File: src/design/svcsel_pkg.sv
`timescale 1ns / 1ps

package svcsel_pkg;

  localparam int unsigned LayerW = 3;
  localparam int unsigned AddrW  = 3;
  localparam int unsigned DataW  = 32;

  typedef logic [LayerW-1:0] layer_t;

  // Register index, taken from the word address of the configuration port.
  typedef enum logic {
    REG_TARGET_TEMPORAL = 1'b0,
    REG_TARGET_SPATIAL  = 1'b1
  } reg_idx_e;

  typedef struct packed {
    logic   present;
    layer_t tid;
    layer_t sid;
    logic   switch_pt;
    logic   frame_start;
    logic   frame_end;
    logic   inter;
    logic   marker;
  } pkt_t;

  typedef struct packed {
    layer_t cur_temporal;
    layer_t cur_spatial;
    logic   await_intra;
  } sel_state_t;

  typedef struct packed {
    logic fwd;
    logic marker;
  } sel_result_t;

endpackage

File: src/design/svcsel_decide.sv
`timescale 1ns / 1ps

module svcsel_decide
  import svcsel_pkg::*;
(
  input  pkt_t        pkt_i,
  input  sel_state_t  state_i,
  input  layer_t      tgt_temporal_i,
  input  layer_t      tgt_spatial_i,
  output sel_state_t  state_o,
  output sel_result_t result_o
);

  layer_t eff_t;
  layer_t eff_s;
  layer_t next_t;
  layer_t next_s;
  logic   t_drop;
  logic   s_drop;
  logic   intra_drop;

  // Temporal layer: climb only at a switching point on a frame start,
  // step down to the packet's layer at a frame end.
  always_comb begin
    eff_t  = state_i.cur_temporal;
    next_t = state_i.cur_temporal;
    if (tgt_temporal_i > state_i.cur_temporal) begin
      if (pkt_i.switch_pt && pkt_i.frame_start && (state_i.cur_temporal < pkt_i.tid) &&
          (pkt_i.tid <= tgt_temporal_i)) begin
        next_t = pkt_i.tid;
        eff_t  = pkt_i.tid;
      end
    end else if (tgt_temporal_i < state_i.cur_temporal) begin
      if (pkt_i.frame_end) begin
        next_t = pkt_i.tid;
      end
    end
  end

  assign t_drop = pkt_i.tid > eff_t;

  // Spatial layer: up only on an intra frame start, down at a frame end.
  always_comb begin
    eff_s  = state_i.cur_spatial;
    next_s = state_i.cur_spatial;
    if (tgt_spatial_i > state_i.cur_spatial) begin
      if (!pkt_i.inter && pkt_i.frame_start && (state_i.cur_spatial < pkt_i.sid) &&
          (pkt_i.sid <= tgt_spatial_i)) begin
        next_s = pkt_i.sid;
        eff_s  = pkt_i.sid;
      end
    end else if (tgt_spatial_i < state_i.cur_spatial) begin
      if (pkt_i.frame_end) begin
        next_s = pkt_i.sid;
      end
    end
  end

  assign s_drop     = pkt_i.sid > eff_s;
  assign intra_drop = state_i.await_intra && pkt_i.inter;

  always_comb begin
    state_o  = state_i;
    result_o = '0;
    if (pkt_i.present) begin
      state_o.cur_temporal = next_t;
      if (!t_drop) begin
        state_o.cur_spatial = next_s;
        if (!s_drop) begin
          if (!intra_drop) begin
            state_o.await_intra = 1'b0;
            result_o.fwd        = 1'b1;
            result_o.marker     = pkt_i.marker ||
                                  (pkt_i.frame_end && (next_s == pkt_i.sid) &&
                                   (tgt_spatial_i <= next_s));
          end
        end
      end
    end
  end

endmodule

File: src/design/svc_layer_packet_selector.sv
`timescale 1ns / 1ps

// Channel   | Handshake                  | Payload
// ----------+----------------------------+-------------------------------------------
// input     | in_valid_i / in_stall_o    | descriptor_present_i .. incoming_marker_i
// output    | out_valid_o / out_stall_i  | forward_o, out_marker_o
// config    | psel/penable/pwrite/pready | paddr, pwdata, prdata (2 regs, 4 bytes apart)
//
// Every packet passes through the input register and then moves to the result
// register, which offers its result until the output takes it. One packet is
// taken per cycle while the output keeps taking results; the layer state
// updates in one pass of logic.
// Reset clears the targets and current layers and sets the wait-for-intra flag.
// A stall on the output stalls the input only once both registers are full.

module svc_layer_packet_selector
  import svcsel_pkg::*;
(
  input  logic             clk_i,
  input  logic             rst_ni,

  input  logic             in_valid_i,
  output logic             in_stall_o,
  input  logic             descriptor_present_i,
  input  logic [LayerW-1:0] pkt_temporal_layer_i,
  input  logic [LayerW-1:0] pkt_spatial_layer_i,
  input  logic             switching_point_i,
  input  logic             layer_frame_start_i,
  input  logic             layer_frame_end_i,
  input  logic             inter_predicted_i,
  input  logic             incoming_marker_i,

  output logic             out_valid_o,
  input  logic             out_stall_i,
  output logic             forward_o,
  output logic             out_marker_o,

  input  logic             psel,
  input  logic             penable,
  input  logic             pwrite,
  input  logic [AddrW-1:0] paddr,
  input  logic [DataW-1:0] pwdata,
  output logic [DataW-1:0] prdata,
  output logic             pready
);

  // Configuration registers. The word address picks the register; the low
  // three bits of the write data are kept.
  layer_t   tgt_temporal_q;
  layer_t   tgt_spatial_q;
  reg_idx_e reg_idx;
  logic     cfg_wr;

  assign pready  = 1'b1;
  assign reg_idx = reg_idx_e'(paddr[AddrW-1]);
  assign cfg_wr  = psel && penable && pwrite && pready;

  always_ff @(posedge clk_i or negedge rst_ni) begin
    if (!rst_ni) begin
      tgt_temporal_q <= '0;
      tgt_spatial_q  <= '0;
    end else if (cfg_wr) begin
      case (reg_idx)
        REG_TARGET_TEMPORAL: tgt_temporal_q <= pwdata[LayerW-1:0];
        REG_TARGET_SPATIAL:  tgt_spatial_q  <= pwdata[LayerW-1:0];
        default: ;
      endcase
    end
  end

  always_comb begin
    prdata = '0;
    case (reg_idx)
      REG_TARGET_TEMPORAL: prdata = {{(DataW-LayerW){1'b0}}, tgt_temporal_q};
      REG_TARGET_SPATIAL:  prdata = {{(DataW-LayerW){1'b0}}, tgt_spatial_q};
      default:             prdata = '0;
    endcase
  end

  // Input register. It refills whenever its packet moves on, so packets
  // flow one per cycle while the output side keeps taking results.
  logic        in_valid_q;
  pkt_t        pkt_q;
  logic        advance;
  logic        in_take;

  logic        out_valid_q;
  sel_result_t result_q;

  assign advance    = in_valid_q && (!out_valid_q || !out_stall_i);
  assign in_stall_o = in_valid_q && !advance;
  assign in_take    = in_valid_i && !in_stall_o;

  always_ff @(posedge clk_i or negedge rst_ni) begin
    if (!rst_ni) begin
      in_valid_q <= 1'b0;
    end else if (in_take) begin
      in_valid_q <= 1'b1;
    end else if (advance) begin
      in_valid_q <= 1'b0;
    end
  end

  always_ff @(posedge clk_i) begin
    if (in_take) begin
      pkt_q.present     <= descriptor_present_i;
      pkt_q.tid         <= pkt_temporal_layer_i;
      pkt_q.sid         <= pkt_spatial_layer_i;
      pkt_q.switch_pt   <= switching_point_i;
      pkt_q.frame_start <= layer_frame_start_i;
      pkt_q.frame_end   <= layer_frame_end_i;
      pkt_q.inter       <= inter_predicted_i;
      pkt_q.marker      <= incoming_marker_i;
    end
  end

  // Layer state: committed as the packet in the input register is decided.
  sel_state_t  state_q;
  sel_state_t  state_d;
  sel_result_t result_d;

  svcsel_decide u_decide (
    .pkt_i          (pkt_q),
    .state_i        (state_q),
    .tgt_temporal_i (tgt_temporal_q),
    .tgt_spatial_i  (tgt_spatial_q),
    .state_o        (state_d),
    .result_o       (result_d)
  );

  always_ff @(posedge clk_i or negedge rst_ni) begin
    if (!rst_ni) begin
      state_q.cur_temporal <= '0;
      state_q.cur_spatial  <= '0;
      state_q.await_intra  <= 1'b1;
    end else if (advance) begin
      state_q <= state_d;
    end
  end

  // Result register. It holds its result while the output is stalled.
  always_ff @(posedge clk_i or negedge rst_ni) begin
    if (!rst_ni) begin
      out_valid_q <= 1'b0;
    end else if (advance) begin
      out_valid_q <= 1'b1;
    end else if (!out_stall_i) begin
      out_valid_q <= 1'b0;
    end
  end

  always_ff @(posedge clk_i) begin
    if (advance) begin
      result_q <= result_d;
    end
  end

  assign out_valid_o  = out_valid_q;
  assign forward_o    = result_q.fwd;
  assign out_marker_o = result_q.marker;

endmodule

File: config.mk
export PLATFORM = sky130hd
export DESIGN_NAME = svc_layer_packet_selector
export DESIGN_NICKNAME = d
export VERILOG_FILES = /design/src/design/svcsel_pkg.sv /design/src/design/svcsel_decide.sv /design/src/design/svc_layer_packet_selector.sv
export SDC_FILE = /design/constraint.sdc
export NUM_CORES = 1
export LEC_CHECK = 0
export ABC_AREA = 1
export BUFFER_PORTS_ARGS = -buffer_cell sky130_fd_sc_hd__buf_4
export CAP_MARGIN = 20
export CORE_AREA = 2 2 70 72
export CTS_CLUSTER_SIZE = 10
export DETAILED_ROUTE_END_ITERATION = 8
export DIE_AREA = 0 0 72 74
export PLACE_DENSITY_LB_ADDON = 0.1
export SLEW_MARGIN = 20
export SYNTH_ARGS = -nofsm -noshare
export SYNTH_HDL_FRONTEND = slang
export SYNTH_SLANG_ARGS = --single-unit
export TNS_END_PERCENT = 20
File: constraint.sdc
create_clock -name clk_i -period 5.1 [get_ports clk_i]
set_input_delay 1.02 -clock clk_i [delete_from_list [all_inputs] [get_ports clk_i]]
set_output_delay 1.02 -clock clk_i [all_outputs]
set_load 0.03 [all_outputs]
Word level (Yosys, flattened, before mapping) --
Index checks and enable logic that the tools add are counted.
Storage, ports and cells: memories 0, register bits 29, logic and storage cells 82, bits in latches 0, RAM bits 0, input bits 54, output and inout bits 37, ROM bits 0
Operators by class: bitwise gates (word level) 5, equality and inequality tests 2, muxes and demuxes 16, multipliers 0, magnitude comparators 11, reduce and logical (&&, ||, !) cells 31, shifts and indexed selects 0, add/sub/neg operators 0, div/mod/pow operators 0
Operator list (count):
- $pmux 32 s2 | 1
- $mux 3 | 10
- $logic_and 1x1->1 | 14
- $gt 3x3->1 | 4
- $lt 3x3->1 | 4
- $le 3x3->1 | 3
- $reduce_bool 2->1 | 3
- $logic_not 1->1 | 5
- $not 1->1 | 5
- $reduce_and 5->1 | 1
- $mux 1 | 4
- $reduce_and 2->1 | 2
- $reduce_and 4->1 | 1
- $reduce_or 4->1 | 1
- $eq 3x3->1 | 1
- $reduce_and 3->1 | 1
- $reduce_or 3->1 | 1
- $logic_or 1x1->1 | 2
- $mux 2 | 1
- $ne 2x1->1 const B | 1

Logic depth before layout (Yosys ltp) --
Gate-level depths: netlist of run 1.
word-level depth 11, gate-level depth with buffers 19, mapped depth without buffers 19

Modules after synthesis --
Synthesis of run 1 repeated with hierarchy kept, for this count alone.
Second synthesis, totals: cells, all modules 301, area, all modules 2373.5 um2
By module, submodules not included:
- svc_layer_packet_selector | cells each 125, instances 1, area each 1313.8 um2, sequential area each 797.0 um2
- svcsel_decide | cells each 176, instances 1, area each 1059.8 um2, sequential area each 0.0 um2

Worst setup path after synthesis of run 1 --
No wires, ideal clock.
kind input port to output port, start in paddr[2], end out prdata[0], arrival time 1.710 ns, data required time 4.080 ns, path slack 2.370 ns, buffers on the path 0, stages on the path 1, path through o21ai_0
On the way: longest elaborated chain between the ends 2
Ends and longest elaborated chain:
- start, declared | RTL line svc_layer_packet_selector.sv:41 | input logic [AddrW-1:0] paddr,
- $not 1->1 (no source line)
- $pmux 32 s2 * | RTL line svc_layer_packet_selector.sv:73 | case (reg_idx)
- end, declared | RTL line svc_layer_packet_selector.sv:43 | output logic [DataW-1:0] prdata,
Mark *: on every way between the ends. The rest lies on a longest branch, timed or not. The select of a mux whose other input is x is not followed.

Worst setup path after layout of run 1 --
start reg pkt_q[10] (netlist name), end reg result_q, in the netlist out_marker_o (data pin)
On the way: longest elaborated chain between the ends 7, elaborated cells between the ends (all ways) 8, classes of those cells order compare (3); mux (2); reduce/logical (3)
Ends and longest elaborated chain:
- start, declared | RTL line svc_layer_packet_selector.sv:83 | pkt_t pkt_q;
- $lt 3x3->1 | RTL line svcsel_decide.sv:28 | if (pkt_i.switch_pt && pkt_i.frame_start && (state_i.cur_temporal < pkt_i.tid) &&
- $logic_and 1x1->1 (2 in a row) | RTL line svcsel_decide.sv:28
- $mux 3
- $mux 3 | RTL line svcsel_decide.sv:27 | if (tgt_temporal_i > state_i.cur_temporal) begin
- $gt 3x3->1 * | RTL line svcsel_decide.sv:40 | assign t_drop = pkt_i.tid > eff_t;
- $reduce_or 4->1 (no source line) *
- end signal, assigned | RTL line svc_layer_packet_selector.sv:154 | result_q <= result_d;
- end, declared | RTL line svc_layer_packet_selector.sv:88 | sel_result_t result_q;
Mark *: on every way between the ends. The rest lies on a longest branch, timed or not. A chain may end at the register's enable or synchronous reset.

==> results.md, run 1 <==
- Max FO, Critical Path: 6
- Unrepaired setup endpoints after global routing: false
- Setup Viol. Count Final: 0
- DRT iter0 DRCs: 131
- Top delay family on crit path: compound AO/OA/AOI/OAI gates
- Gpl congestion: 0.827
- Most frequent cells in the layout: nand2_1 (45), inv_1 (37), conb_1 (30)
- Pin count of the biggest net entering global routing: 16
- Post-layout net count: 375
- First-pass GRT wire length: 6640 um
- Finished Layout Cells: 351
- Clock skew: 2.99 ps
- Slowest Stage Delay on Critical Path: 460 ps
- Instance area at placement: 2380 um2
- Placed Instances: 343
- CTS tree: done
- Share of the synthesized area in the top cell type: 19.0%
- Clk slew on worst S/H paths: 60 ps
- Synth-to-layout area growth: 11.1%
- CP Capture Type: register
- Cell taking the most area after synthesis: edfxtp_1
- Startpoint class of the critical path: register
- FMAX: 0.337 GHz
- Status: finished, final reports clean
- Initial antenna violation count: 0
- Total Power: 1.18 mW
- Root Buffer: clkbuf_8
- Most used cell, CP: a21oi_1
- Worst Path Required: 5250 ps
- Average wire per standard cell: 11.2 um
- Max_cap viols: 0
- I/O pin count: 91
- Pwr dens: 479 nW/um2
- Clock buffer count from CTS: 5
- Mean Syn Cell Area: 8.45 um2
- Routed WL: 3940 um
- Pre-CTS setup slack: 2110 ps
- DR vias: 1693
- Register area share after synthesis: 36.0%
- Sequential Power Share: 28.9%
- DRC violations left: 0
- Post-DP HPWL: 3170 um
- Synth Register Bits: 29
- Max clock buf depth: 2
- Buf/Inv on CP: 1
- Gr usage total: 16.4%
- Post-Syn Area: 2210 um2
- Critical Path AT: 3120 ps
- # rows: 25
- Syn. warnings: 0
- Commonest non-fill, non-tap cell in the layout: nand2_1
- Post-CTS sizing: 0
- Number of global-route vias before repair: 1511
- Setup TNS: 0 ps
- Lkg Pwr: 1.27 nW
- Main area contributors after synthesis: edfxtp_1 (19%), dfrtp_1 (16%), ha_1 (14%)
- Switch Pwr: 538 uW
- Post-CTS Setup Inserts: 0
- Clock Latency Late Sink: 280 ps
- Die Area: 5330 um2
- Synth Instances: 262
- Slew Limit Fails: 0
- Internal power: 640 uW
- Post-route ant nets: 0
- # port buffers: 29
- Starting Density: 48.1%
- Post-DR vias/cell: 4.82
- Clock share of power: 15.2%
- Worst setup margin: 2130 ps
- Design Area, Final: 2460 um2
- Combinational share of power: 55.9%
- Fin. Hold Viols: 0
- HP Class: register to register
- Die X: 72 um
- Core area: 4600 um2
- Global route overflow: 0
- Switch share: 45.7%
- Die Height: 74 um
- Clock sinks: 29
- Final period util: 58.2%
- Inserted Diodes: 0
- H-tree Lvls: 2
- Hold_buf cts: 0
- Tmin final: 2970 ps
- Slowest-stage cell, CP: edfxtp_1
- 1st-pass router iterations: 4
- Synth unique cells: 34
- Peak VDD IR: 0.255 mV
- Crit Path Category: register to register
- Share of cells above drive strength 1: 19.5%
- Worst-path cell chain: ha_1, a21oi_1, o21ai_0, nand2_1, nand4_1, a21oi_1, o21ai_0, o21a_1, ha_1, a21oi_1, a32o_1, nand2_1, nor3_1, inv_1, a21oi_2
## cell usage after synthesis, drive strengths merged
| cell type | n |
|---|---|
| nand2 | 50 |
| inv | 41 |
| buf | 30 |
| ha | 25 |
| o21ai | 22 |
| nand3 | 18 |
| a21oi | 16 |
| dfrtp | 14 |
| edfxtp | 14 |
| nor2 | 11 |
| a22oi | 3 |
| nand3b | 3 |
| conb | 2 |
| nor3 | 2 |
| o21a | 2 |
| a211oi | 1 |
| a21boi | 1 |
| a31oi | 1 |
| a32o | 1 |
| a32oi | 1 |
| and3 | 1 |
| dfstp | 1 |
| nand4 | 1 |
| o211ai | 1 |
## flip-flops by register name, summed over array words and instances, names as in the netlist
signal and cells:
tgt_temporal_q 3, out_marker_o 1, out_valid_o 1, tgt_spatial_q 3
in_valid_q 1, forward_o 1, pkt_q 12, state_q 7
## power groups by stage
| stage | clock network (mW) | logic (mW) | registers, mW |
|---|---|---|---|
| 2_1_floorplan | 0 | 0.531 | 0.342 |
| 3_3_place_gp | 0 | 0.647 | 0.346 |
| 3_5_place_dp | 0 | 0.659 | 0.345 |
| 4_1_cts | 0.186 | 0.664 | 0.341 |
| 5_1_grt | 0.196 | 0.757 | 0.348 |
| 6_report | 0.178 | 0.659 | 0.341 |
## worst register-to-register path, cell delays in order (launching register included)
cell      delay (ps)
edfxtp_1         460
ha_1             340
a21oi_1          140
o21ai_0           90
nand2_1           70
nand4_1          190
a21oi_1          170
o21ai_0          120
o21a_1           130
ha_1             310
a21oi_1          160
a32o_1           150
nand2_1           90
nor3_1           230
inv_1             90
a21oi_2          100
## cell families (layout without fill, tap and decap cells)
| family | Yosys count | in the layout | share of synthesized area, % |
|---|---|---|---|
| simple gates | 86 | 86 | 19.3 |
| buf+inv | 71 | 78 | 17.1 |
| fa+ha+maj | 25 | 25 | 14.1 |
| flops | 29 | 29 | 36.0 |
| other cells | 2 | 30 | 0.339 |
| compound gates | 49 | 49 | 13.1 |
## worst paths after layout
path                             from           end  cells after the start  slack, ps
min in group asynchronous      rst_ni    state_q[3]                      1        580
hold reg to reg            state_q[0]    state_q[0]                      1        480
hold / removal             state_q[0]    state_q[0]                      1        480
setup reg to reg            pkt_q[10]  out_marker_o                     15       2130
max in group asynchronous      rst_ni    state_q[0]                      1       4270
setup / recovery            pkt_q[10]  out_marker_o                     15       2130
## stage by stage
stage	utilization (%)	hold slack (ps)
2_1_floorplan	-	456
3_3_place_gp	51.7	472
3_5_place_dp	51.7	477
4_1_cts	53.5	487
5_1_grt	53.5	505
6_report	53.5	484
## routing by layer
layer / share of wire (%) / vias up / routed length (um) / track usage [%]
li1: - / 879 / - / -
met2: 46 / 48 / 1810 / 27.9
met3: 4.7 / 6 / 186 / 4.07
met4: 1.8 / 0 / 71 / 6.29
met5: 0 / - / 0 / 0
met1: 47 / 760 / 1870 / 20.3
## area by class of cell
class	count	area (um2)
multi-input cells	190	1140
well taps	54	67.6
inverters	41	154
repair buffers	29	218
clock buffers	5	68.8
clock inverters	3	12.5
flip-flops and latches	29	797
fillers	450	2140
(Power assumes the default switching activity.)
==> run 2, diff against run 1 <==
Settings changed: ABC_AREA 1 to 0, CORE_AREA 2 2 70 72 to 2 2 69 71, DIE_AREA 0 0 72 74 to 0 0 71 73.
Clock period 5.1 ns to 3 ns, I/O delays scaled along.
==> run 2 against run 1 <==
The flow now finishes with violations (negative setup slack). Via count shrank 9.5%. Global-route usage is 0.22 points lower. Combinational power increased by 78%. Non-clock buffer count is 33 higher. Clock power grew 68%. Cell area is 10% higher. Power rose by 72%. Highest routed layer unchanged. Routed wire length decreased by 1.7%. Die area decreased by 2.7%. Clock skew rose by 2.4 ps.
==> results.md, run 2 <==
- Synth unique cells: 40 (+18%)
- Slew Limit Fails: 0 (unchanged)
- Clock Latency Late Sink: 280 ps (about the same)
- WHS: 179 ps (-304 ps)
- Global route overflow: 0 (unchanged)
- Peak VDD IR: 0.386 mV (+51%)
- Synth-to-layout area growth: 29.7%
- Largest Register: pkt_q
- Clock skew: 5.36 ps (+2.37 ps)
- Register area share after synthesis: 38.1% (+2.1 points)
- HP Class: input pin to async pin
- Total Power: 2.03 mW (+72%)
- Startpoint class of the critical path: register
- DRC violations left: 0 (unchanged)
- Pin count of the biggest net entering global routing: 16 (unchanged)
- Mean Syn Cell Area: 10.5 um2 (+24%)
- Gpl congestion: 0.736 (-11%)
- Unrepaired setup endpoints after global routing: true
- Tightest Pin Transition: 559 ps
- Starting Density: 46.1% (-2.0 points)
- Root Buffer: clkbuf_8
- Post-synth top cells: buf_4 (30), ha_1 (25), inv_1 (23)
- Clock sinks: 29 (unchanged)
- Instance area at placement: 2480 um2 (+4.3%)
- DRT iter0 DRCs: 31 (-76%)
- Clock buffer count from CTS: 5 (unchanged)
- Max clock buf depth: 2 (unchanged)
- Worst setup margin: -76.7 ps (-2210 ps)
- Lkg Pwr: 1.33 nW (+4.9%)
- Violated checks: negative setup slack
- Crit Path Category: register to register
- Post-route ant nets: 0 (unchanged)
- Number of flops mapped to enable cells by yosys: 14 (unchanged)
- Final period util: 103% (+44 points)
- Largest registers: pkt_q (12), state_q (7)
- Die Height: 73 um (-1.4%)
- First-pass GRT wire length: 6450 um (-2.9%)
- CP Capture Type: register
- CTS tree: done
- Cell taking the most area after synthesis: edfxtp_1
- FMAX: 0.325 GHz (-3.4%)
- Setup Viol. Count Final: 1 (+1)
- Post-Syn Area: 2090 um2 (-5.5%)
- Average wire per standard cell: 12.0 um (+7.2%)
- I/O pin count: 91 (unchanged)
- Core area: 4540 um2 (-1.4%)
- Initial antenna violation count: 0 (unchanged)
- Worst Path Required: 3030 ps (-2220 ps)
- Post-layout net count: 346 (-7.7%)
- # rows: 25 (unchanged)
- H-tree Lvls: 2 (unchanged)
- Max reg flops: 12 (unchanged)
- Worst-path cell chain: buf_6, inv_4, ha_4, nor2b_4, a221oi_4, and3b_1, a22o_4, buf_6, nor2_2, a21oi_2, ha_1, nand3_1, o21ai_1, o21ai_1, a21oi_2, o211a_1
- Commonest non-fill, non-tap cell in the layout: buf_4
- Pwr dens: 748 nW/um2 (+56%)
- Fin. Hold Viols: 0 (unchanged)
- Max_cap viols: 0 (unchanged)
- # port buffers: 29 (unchanged)
- Tmin final: 3080 ps (+106 ps)
- Number of global-route vias before repair: 1405 (-7.0%)
- DR vias: 1532 (-9.5%)
- Slowest-stage cell, CP: dfrtp_1
- Setup TNS: -76.7 ps (-76.7 ps)
- Inserted Diodes: 0 (unchanged)
- 1st-pass router iterations: 4 (unchanged)
- Most used DFF post-synth: edfxtp_1
- Slowest Stage Delay on Critical Path: 390 ps (-70 ps)
- Post-DR vias/cell: 4.76 (-1.4%)
- Post-DP HPWL: 3040 um (-3.9%)
- Die Area: 5180 um2 (-2.7%)
- Routed WL: 3870 um (-1.7%)
- Most frequent cells in the layout: buf_4 (58), conb_1 (30), ha_1 (23)
- Share of the synthesized area in the top cell type: 20.1% (+1.1 points)
- Status: finished, violations left
- Critical Path AT: 3110 ps (about the same)
- Max FO, Critical Path: 5 (-1)
- Design Area, Final: 2710 um2 (+10%)
- Gr usage total: 16.2% (-0.22 points)
- Share of cells above drive strength 1: 38.1% (+19 points)
- Asr flop ratio synth: 51.7% (unchanged)
- Synth Register Bits: 29 (unchanged)
- Synth Instances: 200 (-24%)
- Die X: 71 um (-1.4%)
- Syn. warnings: 0 (unchanged)
- Main area contributors after synthesis: edfxtp_1 (20%), dfrtp_1 (17%), ha_1 (15%)
- Rel. slew slack: 62.7%
- Clk slew on worst S/H paths: 60 ps (about the same)
- Most common cell in the netlist: buf_4
[run 2: cell types whose count changed after synthesis, moves of 6 or more]
cell	change
o21ai_0	-9
inv_1	-14
mux2i_1	+6
nand2_1	-39
nand3_1	-7
mux2_2	+11
[run 2: per-layer routing]
metal	GRT usage [%]	wire length (um)	part of all wire (%)	vias up
li1	-	-	-	778
met5	0	0	0	-
met1	22.9	1870	48	701
met3	3.73	156	4.0	8
met2	24.2	1770	46	45
met4	6.08	79	2.0	0
[run 2: cells by family (layout without fill, tap and decap cells)]
group	Yosys count	after routing	synth area share [%]
flops	29	29	38.1
fa+ha+maj	25	25	15.0
buf+inv	53	93	14.9
xor+xnor	2	2	0.838
compound gates	33	33	10.2
other cells	2	30	0.359
mux	17	17	8.80
simple gates	39	39	11.8
[run 2: area by class of cell]
cell class | instances | area (um2)
Fill cell | 400 | 1820
Multi-Input combinational cell | 146 | 1200
Sequential cell | 29 | 797
Timing Repair Buffer | 62 | 480
Inverter | 23 | 88.8
Clock buffer | 7 | 76.3
Tap cell | 54 | 67.6
Clock inverter | 1 | 3.75
[run 2: worst paths after layout]
path | from | to | slack (ps) | cells past startpoint
worst max register to register | state_q[3] | out_marker_o | -80 | 16
worst min-delay path | rst_ni | out_valid_o | 180 | 1
min in group clk_i | state_q[0] | state_q[0] | 490 | 1
max in group asynchronous | rst_ni | state_q[0] | 2570 | 1
worst max-delay path | state_q[3] | out_marker_o | -80 | 16
worst min register to register | state_q[0] | state_q[0] | 490 | 1
[run 2: repair_timing]
action	4_1_cts	5_1_grt
buffers inserted	1	2
cloned	0	0
hold buffers	0	0
gates resized for setup	12	21
setup endpoints to repair	6	6
pin swaps	3	12
[run 2: report_power, final]
| part | internal (mW) | switching, mW | total (mW) |
|---|---|---|---|
| clock network | 0.161 | 0.138 | 0.299 |
| logic | 0.587 | 0.582 | 1.17 |
| registers | 0.502 | 0.0568 | 0.559 |
[run 2: stage by stage]
stage | std cells | setup WS (ps) | utilization [%]
floorplan | 228 | 8.86 | -
global placement | 311 | -258 | 54.7
detailed placement | 311 | -294 | 54.7
CTS | 320 | -35.1 | 57.3
global route | 322 | -233 | 59.8
finish | 322 | -76.7 | 59.8
[run 2: critical path, delay by kind of cell (launching register included)]
family                     cells  cell delay, ps
AOI/OAI and AO/OA              7            1080
adders and majority gates      2             500
and+or+nand+nor                4             520
DFF                            1             390
buffers and inverters          3             340
==> run 3, diff against run 2 <==
Settings changed: REMOVE_ABC_BUFFERS set to 1.
==> run 3 against run 2 <==
The flow still finishes with violations (negative setup slack). Clock-buffer cell count decreased by 2. Cell count decreased by 0.93%. Sequential share of layout area up 0.85 points. Non-clock buffer count shrank 3. Power shrank 3.2%. Global-route usage is 0.29 points higher. Fmax grew 2.0%. Critical path type unchanged. Critical endpoint unchanged. Largest power group unchanged.
==> results.md, run 3 (same netlist as run 2, synthesis figures left out) <==
- FMAX: 0.331 GHz (+2.0%)
- Max reg flops: 12 (unchanged)
- Clock Latency Late Sink: 280 ps (about the same)
- Worst setup margin: -17.8 ps (+58.9 ps)
- Clock buffer count from CTS: 5 (unchanged)
- CTS tree: done
- Slew Limit Fails: 0 (unchanged)
- DR vias: 1523 (-0.59%)
- Average wire per standard cell: 12.1 um (+0.63%)
- Tmin final: 3020 ps (-58.9 ps)
- R2R Setup Slk: -20 ps (+60 ps)
- Startpoint class of the critical path: register
- Peak VDD IR: 0.391 mV (+1.5%)
- Die Area: 5180 um2 (unchanged)
- Lkg Pwr: 1.31 nW (-1.6%)
- Area occupied by multi-input gates: 1160 um2 (-3.1%)
- Critical Path AT: 3170 ps (+60 ps)
- Inserted Diodes: 0 (unchanged)
- Final period util: 101% (-2.0 points)
- Clk slew on worst S/H paths: 70 ps (about the same)
- Utilization after layout: 58.1% (-1.7 points)
- Crit Path Category: register to register
- CP Capture Type: register
- Setup Viol. Count Final: 1 (unchanged)
- Max_cap viols: 0 (unchanged)
- Post-route ant nets: 0 (unchanged)
- DRC violations left: 0 (unchanged)
- Finished Layout Cells: 319 (-0.93%)
- Starting Density: 46.1% (unchanged)
- # port buffers: 29 (unchanged)
- Routed WL: 3860 um (-0.31%)
- Global route overflow: 0 (unchanged)
- Total Power: 1.96 mW (-3.2%)
- Commonest non-fill, non-tap cell in the layout: buf_4
- Share of cells above drive strength 1: 36.2% (-1.8 points)
- Worst Path Required: 3150 ps (+120 ps)
- H-tree Lvls: 2 (unchanged)
- Die Height: 73 um (unchanged)
- Register area: 797 um2 (unchanged)
- Rel. slew slack: 65.2% (+2.4 points)
- Most frequent cells in the layout: buf_4 (59), conb_1 (30), ha_1 (23)
- Fin. Hold Viols: 0 (unchanged)
- Reg2reg end: out_marker_o
- Pin count of the biggest net entering global routing: 16 (unchanged)
- Post-DP HPWL: 3130 um (+2.9%)
- DRT iter0 DRCs: 44 (+42%)
- Post-DR vias/cell: 4.77 (+0.35%)
- Pre-CTS setup slack: -380 ps (-86.3 ps)
- Number of global-route vias before repair: 1409 (+0.28%)
- R2r worst-path depth: 14 (-2)
- Largest registers: pkt_q (12), state_q (7)
- Die X: 71 um (unchanged)
- Root Buffer: clkbuf_8
- Core area: 4540 um2 (unchanged)
- Status: finished, violations left
- Gpl congestion: 0.804 (+9.3%)
- HP Class: input pin to async pin
- Violated checks: negative setup slack
- Max FO, Critical Path: 4 (-1)
- Instance area at placement: 2470 um2 (-0.60%)
- # rows: 25 (unchanged)
- Placed Instances: 309 (-0.64%)
- Post-layout net count: 343 (-0.87%)
- FF-to-FF Start: pkt_q[6]
- Clock skew: 4.97 ps (-0.390 ps)
- Unrepaired setup endpoints after global routing: true
- Gr usage total: 16.5% (+0.29 points)
- I/O pin count: 91 (unchanged)
- 1st-pass router iterations: 4 (unchanged)
- First-pass GRT wire length: 6590 um (+2.1%)
- Synth-to-layout area growth: 26.0%
- Initial antenna violation count: 0 (unchanged)
- Design Area, Final: 2640 um2 (-2.8%)
- Clock sinks: 29 (unchanged)
- Max clock buf depth: 2 (unchanged)
- Number of fill cells: 420 (+5.0%)
- Largest Register: pkt_q
- Pwr dens: 745 nW/um2 (-0.37%)
- WHS: 178 ps (-1.41 ps)
- Setup TNS: -17.8 ps (+58.9 ps)
- Tightest Pin Transition: 522 ps (-36.4 ps)
-- run 3: cell types whose count changed in the layout (fill, tap and decap cells not counted), sizes merged --
cell    change
buf         -3
clkbuf      -2
clkinv      +2
-- run 3: area by class of cell --
type | count | share of cell area, %
clock inverter | 3 | 0.475
clock buffer | 5 | 2.61
sequential | 29 | 30.2
timing repair buffer | 59 | 16.8
multi-input combinational | 146 | 44.0
tap | 54 | 2.56
inverter | 23 | 3.28
-- run 3: timing repair --
action,in CTS,in global routing
buffers inserted,2,0
pin swaps,2,3
setup endpoints to repair,6,6
gates resized for setup,13,7
hold buffers,0,0
-- run 3: where the power goes --
group | leakage [nW] | internal [mW] | switching [mW]
Combinational | 0.963 | 0.553 | 0.546
Sequential | 0.307 | 0.502 | 0.0606
Clock | 0.0430 | 0.156 | 0.146
Total | 1.31 | 1.21 | 0.752
-- run 3: layer usage --
layer,vias to the layer above,track usage (%),part of all wire (%)
li1,772,-,-
met2,49,26.7,48
met4,0,6.29,1.3
met5,-,0,0
met1,698,21.6,47
met3,4,3.73,4.2
-- run 3: critical path, stage by stage (launching register included) --
cell and delay [ps]:
edfxtp_1 460, ha_1 320, nor2b_1 130, o21a_1 170, o21ai_2 170, nand3_2 110, a21oi_2 110, buf_4 140
mux2i_1 200, ha_1 260, nor2b_1 130, o21a_1 170, o21ai_2 150, and4_4 250, o211a_1 130
-- run 3: worst max-delay path by stage --
stage                   end      from  depth (start not counted)  slack, ps
5_1_grt        out_marker_o  pkt_q[6]                         14       -190
3_5_place_dp   out_marker_o  pkt_q[6]                         14       -380
4_1_cts        out_marker_o  pkt_q[7]                         13        -70
6_report       out_marker_o  pkt_q[6]                         14        -20
2_1_floorplan  out_marker_o  pkt_q[7]                         12          9
3_3_place_gp   out_marker_o  pkt_q[6]                         14       -350
